File: src/hw/rtl/assert_macros.svh
// assertion macros for the rtl files, included by the queue
`ifndef ASSERT_MACROS_SVH
`define ASSERT_MACROS_SVH

// concurrent check on rising clock, off while reset is asserted
`define ASSERT_CLK(label, clk, rst_n, prop, msg) \
  label: assert property (@(posedge clk) disable iff (!rst_n) (prop)) else $error(msg);

// condition that must never hold while out of reset
`define ASSERT_NEVER(label, clk, rst_n, cond, msg) \
  label: assert property (@(posedge clk) disable iff (!rst_n) !(cond)) else $error(msg);

`endif

File: src/hw/rtl/fsq_pkg.sv
// package: types and constants of the single-precision square root core
`timescale 1ns / 1ps
`default_nettype none
package fsq_pkg;
  localparam int unsigned QueueDepth = 4;
  localparam int unsigned RootSteps = 26;
  localparam int unsigned RemW = 52;
  localparam logic [31:0] CanonNan = 32'h7FC00001;
  localparam logic [31:0] NegZero = 32'h80000000;
  localparam logic [31:0] PosInf = 32'h7F800000;
  localparam logic [9:0] ExpBias = 10'd127;
  localparam logic [9:0] OutBias = 10'd126;

  // classified operand handed from front to back
  typedef struct packed {
    logic        special;
    logic [31:0] spec_val;
    logic [23:0] mant;
    logic        odd;
    logic [7:0]  expo;
  } fsq_item_t;
endpackage
`default_nettype wire

File: src/hw/rtl/float32_square_root_core.sv
// top level: single-precision square root core with stream ports
// Single-precision square root, round half up, canonical NaN 0x7FC00001 for NaN and negative
// nonzero operands. One operand is taken every cycle unless the queue is full. An operand
// passes through the front register, the queue, a load register, 26 root stages of one result
// bit each, and the rounding register, which drives out_tvalid. A queue of QDEPTH entries lets
// the front keep taking operands while the output is held, until the queue fills.
`timescale 1ns / 1ps
`default_nettype none
module float32_square_root_core
  import fsq_pkg::*;
#(
  parameter int unsigned QDEPTH = QueueDepth
) (
  input  wire logic        clk,
  input  wire logic        rst_n,
  input  wire logic        in_tvalid,
  output logic             in_tready,
  input  wire logic [31:0] in_tdata,   // operand_bits
  output logic             out_tvalid,
  input  wire logic        out_tready,
  output logic [31:0]      out_tdata   // root_bits
);
  fsq_item_t f_item, q_item;
  logic f_valid, f_ready, q_valid, q_ready;

  fsq_front u_front (
    .clk(clk), .rst_n(rst_n),
    .in_valid(in_tvalid), .in_ready(in_tready), .in_bits(in_tdata),
    .item_valid(f_valid), .item_ready(f_ready), .item(f_item)
  );

  fsq_queue #(.DEPTH(QDEPTH)) u_queue (
    .clk(clk), .rst_n(rst_n),
    .push_valid(f_valid), .push_ready(f_ready), .push_item(f_item),
    .pop_valid(q_valid), .pop_ready(q_ready), .pop_item(q_item)
  );

  fsq_back u_back (
    .clk(clk), .rst_n(rst_n),
    .item_valid(q_valid), .item_ready(q_ready), .item(q_item),
    .out_valid(out_tvalid), .out_ready(out_tready), .out_bits(out_tdata)
  );
endmodule
`default_nettype wire

File: src/hw/rtl/fsq_front.sv
// front: accepts operands, sorts out special values, normalizes subnormals
`timescale 1ns / 1ps
`default_nettype none
module fsq_front
  import fsq_pkg::*;
(
  input  wire logic        clk,
  input  wire logic        rst_n,
  input  wire logic        in_valid,
  output logic             in_ready,
  input  wire logic [31:0] in_bits,
  output logic             item_valid,
  input  wire logic        item_ready,
  output fsq_item_t        item
);
  logic      vld_r, vld_nxt;
  fsq_item_t item_r, item_nxt;
  logic [4:0] lead;
  logic [9:0] ebias;
  logic [9:0] half;
  logic [7:0] efield;
  logic [22:0] frac;

  assign in_ready = !vld_r || item_ready;
  assign efield = in_bits[30:23];
  assign frac = in_bits[22:0];

  always_comb begin
    lead = 5'd0;
    for (int i = 0; i < 23; i++) begin
      if (frac[i]) lead = 5'(i);
    end
  end

  always_comb begin
    item_nxt = '0;
    item_nxt.mant = {1'b1, frac};
    ebias = {2'b0, efield};
    if (efield == 8'd0) begin
      item_nxt.mant = 24'({1'b0, frac} << (5'd23 - lead));
      ebias = 10'd1 - {5'b0, (5'd23 - lead)};
    end
    // exponent parity flips since the bias is odd
    item_nxt.odd = ~ebias[0];
    half = 10'($signed(ebias - ExpBias) >>> 1) + OutBias;
    item_nxt.expo = half[7:0];
    if (in_bits[31]) begin
      item_nxt.special = 1'b1;
      item_nxt.spec_val = (in_bits == NegZero) ? NegZero : CanonNan;
    end else if (efield == 8'hFF) begin
      item_nxt.special = 1'b1;
      item_nxt.spec_val = (in_bits == PosInf) ? PosInf : CanonNan;
    end else if (efield == 8'd0 && frac == 23'd0) begin
      item_nxt.special = 1'b1;
      item_nxt.spec_val = 32'd0;
    end
  end

  assign vld_nxt = in_ready ? in_valid : vld_r;

  always_ff @(posedge clk) begin
    if (!rst_n) begin
      vld_r <= 1'b0;
    end else begin
      vld_r <= vld_nxt;
    end
  end

  always_ff @(posedge clk) begin
    if (in_ready && in_valid) begin
      item_r <= item_nxt;
    end
  end

  assign item_valid = vld_r;
  assign item = item_r;
endmodule
`default_nettype wire

File: src/hw/rtl/fsq_queue.sv
// queue: short fifo between the front and the root pipeline
`timescale 1ns / 1ps
`default_nettype none
`include "assert_macros.svh"
module fsq_queue
  import fsq_pkg::*;
#(
  parameter int unsigned DEPTH = QueueDepth
) (
  input  wire logic clk,
  input  wire logic rst_n,
  input  wire logic push_valid,
  output logic      push_ready,
  input  fsq_item_t push_item,
  output logic      pop_valid,
  input  wire logic pop_ready,
  output fsq_item_t pop_item
);
  localparam int unsigned PtrW = (DEPTH > 1) ? $clog2(DEPTH) : 1;
  localparam int unsigned CntW = $clog2(DEPTH + 1);

  fsq_item_t mem [DEPTH];
  logic [PtrW-1:0] wr_r, wr_nxt, rd_r, rd_nxt;
  logic [CntW-1:0] cnt_r, cnt_nxt;
  logic push, pop;

  assign push_ready = (cnt_r != CntW'(DEPTH));
  assign pop_valid = (cnt_r != '0);
  assign push = push_valid && push_ready;
  assign pop = pop_valid && pop_ready;
  assign pop_item = mem[rd_r];

  always_comb begin
    wr_nxt = wr_r;
    rd_nxt = rd_r;
    if (push) wr_nxt = (wr_r == PtrW'(DEPTH - 1)) ? '0 : wr_r + 1'b1;
    if (pop) rd_nxt = (rd_r == PtrW'(DEPTH - 1)) ? '0 : rd_r + 1'b1;
    cnt_nxt = cnt_r + CntW'(push) - CntW'(pop);
  end

  always_ff @(posedge clk) begin
    if (!rst_n) begin
      wr_r <= '0;
      rd_r <= '0;
      cnt_r <= '0;
    end else begin
      wr_r <= wr_nxt;
      rd_r <= rd_nxt;
      cnt_r <= cnt_nxt;
    end
  end

  always_ff @(posedge clk) begin
    if (push) mem[wr_r] <= push_item;
  end

  `ASSERT_CLK(a_cnt_bound, clk, rst_n, cnt_r <= CntW'(DEPTH), "queue count over depth")
  `ASSERT_CLK(a_cnt_track, clk, rst_n, (push && !pop) |=> cnt_r == $past(cnt_r) + 1'b1,
              "queue count missed a push")
  `ASSERT_NEVER(a_ptr_gap, clk, rst_n, cnt_r == '0 && wr_r != rd_r, "empty queue with pointer gap")
endmodule
`default_nettype wire

File: src/hw/rtl/fsq_back.sv
// back: digit-by-digit root pipeline, one result bit per stage, then rounding
`timescale 1ns / 1ps
`default_nettype none
module fsq_back
  import fsq_pkg::*;
(
  input  wire logic        clk,
  input  wire logic        rst_n,
  input  wire logic        item_valid,
  output logic             item_ready,
  input  fsq_item_t        item,
  output logic             out_valid,
  input  wire logic        out_ready,
  output logic [31:0]      out_bits
);
  logic             vld_r [RootSteps+1];
  logic [RemW-1:0]  rem_r [RootSteps+1];
  logic [RemW-1:0]  res_r [RootSteps+1];
  fsq_item_t        itm_r [RootSteps+1];
  logic             ov_r;
  logic [31:0]      obits_r;
  logic             en;
  logic [24:0]      rnd;

  // whole pipeline moves together unless the result waits
  assign en = !ov_r || out_ready;
  assign item_ready = en;

  always_ff @(posedge clk) begin
    if (!rst_n) begin
      vld_r[0] <= 1'b0;
    end else if (en) begin
      vld_r[0] <= item_valid;
    end
  end

  always_ff @(posedge clk) begin
    if (en) begin
      itm_r[0] <= item;
      rem_r[0] <= ({(RemW-24)'(0), item.mant} << (25 + {5'b0, item.odd}));
      res_r[0] <= '0;
    end
  end

  for (genvar k = 0; k < RootSteps; k++) begin : g_step
    localparam logic [RemW-1:0] Bit = RemW'(1) << (2 * (RootSteps - 1 - k));
    logic [RemW-1:0] trial;
    assign trial = res_r[k] + Bit;

    always_ff @(posedge clk) begin
      if (!rst_n) begin
        vld_r[k+1] <= 1'b0;
      end else if (en) begin
        vld_r[k+1] <= vld_r[k];
      end
    end

    always_ff @(posedge clk) begin
      if (en) begin
        itm_r[k+1] <= itm_r[k];
        if (rem_r[k] >= trial) begin
          rem_r[k+1] <= rem_r[k] - trial;
          res_r[k+1] <= (res_r[k] >> 1) + Bit;
        end else begin
          rem_r[k+1] <= rem_r[k];
          res_r[k+1] <= res_r[k] >> 1;
        end
      end
    end
  end

  assign rnd = 25'(res_r[RootSteps][24:0] + 25'd1);

  always_ff @(posedge clk) begin
    if (!rst_n) begin
      ov_r <= 1'b0;
    end else if (en) begin
      ov_r <= vld_r[RootSteps];
    end
  end

  // rounding carry may run into the exponent field
  always_ff @(posedge clk) begin
    if (en) begin
      obits_r <= itm_r[RootSteps].special ? itm_r[RootSteps].spec_val :
                 {1'b0, itm_r[RootSteps].expo, 23'd0} + {8'd0, rnd[24:1]};
    end
  end

  assign out_valid = ov_r;
  assign out_bits = obits_r;
endmodule
`default_nettype wire

File: config.mk
export PLATFORM = sky130hd
export DESIGN_NAME = float32_square_root_core
export DESIGN_NICKNAME = d
export VERILOG_FILES = /design/src/hw/rtl/fsq_pkg.sv /design/src/hw/rtl/float32_square_root_core.sv /design/src/hw/rtl/fsq_front.sv /design/src/hw/rtl/fsq_queue.sv /design/src/hw/rtl/fsq_back.sv
export VERILOG_INCLUDE_DIRS = /design/src /design/src/hw/rtl
export SDC_FILE = /design/constraint.sdc
export NUM_CORES = 2
export LEC_CHECK = 0
export BUFFER_PORTS_ARGS = -buffer_cell sky130_fd_sc_hd__buf_2
export CAP_MARGIN = 10
export CELL_PAD_IN_SITES_DETAIL_PLACEMENT = 1
export CELL_PAD_IN_SITES_GLOBAL_PLACEMENT = 2
export CORE_UTILIZATION = 44
export CTS_CLUSTER_DIAMETER = 80
export CTS_CLUSTER_SIZE = 25
export DETAILED_ROUTE_END_ITERATION = 6
export PLACE_DENSITY = 0.78
export SYNTH_ARGS = -nofsm -noshare
export SYNTH_HDL_FRONTEND = slang
export SYNTH_HIERARCHICAL = 1
export SYNTH_MEMORY_MAX_BITS = 65536
export SYNTH_SLANG_ARGS = --single-unit
File: constraint.sdc
create_clock -name clk -period 42.1 [get_ports clk]
set_input_delay 4.21 -clock clk [delete_from_list [all_inputs] [get_ports clk]]
set_output_delay 4.21 -clock clk [all_outputs]
set_load 0.02 [all_outputs]
==> out/results.txt <==
Core Rows = 184
post-route total power = 8.024 mW
number of hold violations in the final report = 0
post-route antenna net violation count = 0
overall die width = 506.2 µm
clock-pin slew on the worst setup and hold paths = 0.08 ns
number of buffers created by CTS = 150
most used standard cell by instance count after synthesis = sky130_fd_sc_hd__edfxtp_1
sequential element share of the synthesized area = 71.47%
count of non-filler cells in the finished layout = 10990
root buffer selected by CTS = sky130_fd_sc_hd__clkbuf_16
result of the run = finished, final reports clean
DIE HEIGHT = 506.2 µm
count of unresolved DRC violations after routing = 0
clock latency of the later-clocked register in the worst-skew pair = 0.82 ns
utilization of the core after routing = 47.98%
Synth Flop Type = sky130_fd_sc_hd__edfxtp_1
post-detailed-route wirelength per cell = 19.12 µm
placed cell count = 10740
residual overflow from global routing = 0
leading post-synthesis cells by cell area = sky130_fd_sc_hd__edfxtp_1, sky130_fd_sc_hd__ha_1, sky130_fd_sc_hd__xnor2_1
number of failing setup endpoints in the final timing report = 0
power density of the placed cells = 66.34 mW/mm²
final layout net count = 7947
hold depth = 0
library cell with the largest summed area after synthesis = sky130_fd_sc_hd__edfxtp_1
headroom to the max-slew limit = 20.08%
via total after detailed routing = 58200
final worst slack = 31.78 ns
Post-Route WL = 210000 µm
post-layout minimum cycle time = 10.32 ns
Min Hold Slack = 0.3995 ns
antenna violations before repair = 4
top cells by count, synth = sky130_fd_sc_hd__edfxtp_1, sky130_fd_sc_hd__inv_1, sky130_fd_sc_hd__nor2_1
wire length of the first global-routing pass = 334500 µm
Post-Place Worst Slack = 30.81 ns
leakage power summed over all cells = 45.28 nW
number of global-route vias before repair = 62360
Starting DRT DRC Count = 3286
maximum clock frequency = 96.89 MHz
cell area after layout = 0.1210 mm²
final clock skew = 0.02592 ns
number of cells produced by synthesis = 7439
overall global routing resource usage = 16.35%
cts-stage hold buffer count = 0
CTS sink count = 2666
count of warnings emitted by yosys = 6
number of enable flip-flop cells after synthesis = 2654
routability-driven placement congestion ratio = 0.8690
vias per std cell = 5.298
data required time at the worst endpoint = 42.55 ns
Post-DP Area = 0.1160 mm²
core footprint = 0.2521 mm²
unrepaired setup endpoints after global routing = false
crit start category = primary input
share of async-settable or async-resettable flops after synthesis = 0%
total of cells resized after clock tree synthesis = 0
path depth of the worst reg2reg path = 9
proportion of netlist area held by the largest area contributor = 71.26%
clock tree from TritonCTS = yes
maximum capacitance violations = 0
data arrival at the endpoint of the critical path = 10.77 ns
Setup TNS Final = 0 ns
Yosys cell types = 109
Peak VDD IR = 0.04162 mV
post-route fraction of the period consumed by the critical path = 24.52%
fraction of final layout cells with drive strength greater than 1 = 7.781%
Worst Tran Pin Value = 1.199 ns
total of flip-flops plus latches after synthesis = 2666
synth-to-layout area growth = 8.148%
Ports = 70
kind of end point of the critical path = register
worst min-delay path class = reg2reg
biggest fanout along the worst timing path = 200
largest net degree at the start of global routing = 217
HPWL after detailed placement = 149000 µm
kind of critical path = in2reg
initial core utilization = 44.37%
average cell area after synthesis = 15.03 µm²
Post-CTS Setup Bufs = 0
buffers from clock root to sink, at most = 3
number of H-tree branching levels = 4
router iterations before antenna repair = 5
number of input and output port buffers inserted = 69
die footprint = 0.2562 mm²
area of the mapped netlist = 0.1118 mm²
final slew viol count = 0
-- final cells by class --
class | count | area, µm²
timing repair buffer | 128 | 858.3
multi-input combinational | 4132 | 29310
tap | 3348 | 4189
clock buffer | 162 | 3820
inverter | 467 | 1768
clock inverter | 79 | 1059
antenna | 3 | 7.507
sequential | 2666 | 79940
fill | 24430 | 131100
-- layout by cell type, fill, tap and decap left out, drive strengths merged, types with 36 or more instances in the layout --
cell / count
edfxtp: 2654
inv: 506
nor2: 434
nand2: 417
ha: 354
a21oi: 348
o21ai: 298
xnor2: 291
xor2: 267
nor3: 176
clkbuf: 162
nand3: 129
buf: 128
nor4: 112
a21o: 107
mux2: 91
nand2b: 84
o21a: 72
and3: 72
mux4: 67
nand4: 66
or3: 52
nor2b: 50
o31ai: 47
a211oi: 44
or4: 42
a31oi: 36
mux2i: 36
-- sequential cells by signal (all words and copies together), names as in the netlist, named ones only --
signal and flops:
u_back/itm_r 1107, u_back/rem_r 848, u_back/res_r 340, u_queue/mem 264, u_front/item 37, u_back/out_bits 32, u_back/vld_r 27, u_queue/cnt_r 3
u_queue/rd_r 2, u_queue/wr_r 2, u_back/out_valid 1, u_front/item_valid 1
-- kinds of logic (layout without fill, tap and decap cells) --
kind of cell	count (synthesis)	after routing	synth area share (%)
adders and majority gates	367	367	4.184
DFF	2666	2666	71.47
muxes	194	194	2.588
and+or+nand+nor	1788	1788	8.123
other	2	26	0.006715
buffers and inverters	662	836	2.406
AOI/OAI and AO/OA	1202	1202	6.851
xor gates and xnor gates	558	558	4.370
-- worst paths after layout --
check,endpoint,slack (ns),start
min,u_back/itm_r[1][136]$_DFFE_PN_,0.40,u_back/itm_r[1][70]$_DFFE_PN_
max reg2reg,u_back/rem_r[1][513]$_DFFE_PP_,34.87,u_back/out_valid$_SDFFE_PN0N_
min reg2reg,u_back/itm_r[1][136]$_DFFE_PN_,0.40,u_back/itm_r[1][70]$_DFFE_PN_
max,u_back/rem_r[1][513]$_DFFE_PP_,31.78,out_tready
-- where the power goes --
part           total, mW  internal, mW  switching, mW
clock network       1.59         0.719          0.870
logic               1.66         0.723          0.932
registers           4.78          4.26          0.523
-- per-layer routing --
metal | global-route usage, % | share of wire [%] | wire [µm] | vias up
met5 | 0 | 0 | 0 | -
met4 | 5.994 | 3.6 | 7533 | 0
met3 | 2.035 | 2.6 | 5413 | 373
met2 | 31.21 | 54 | 112700 | 710
met1 | 18.49 | 40 | 84320 | 28950
li1 | - | - | - | 28160
-- worst max-delay path, stage by stage --
cell	delay [ns]
sky130_fd_sc_hd__buf_2	0.11
sky130_fd_sc_hd__nor2b_4	0.04
sky130_fd_sc_hd__buf_4	0.17
sky130_fd_sc_hd__inv_8	0.72
sky130_fd_sc_hd__buf_4	0.80
sky130_fd_sc_hd__buf_4	0.82
sky130_fd_sc_hd__buf_12	0.74
sky130_fd_sc_hd__buf_4	0.94
sky130_fd_sc_hd__buf_4	0.87
sky130_fd_sc_hd__buf_4	0.85
No activity file was read; power rests on OpenSTA's default activity.
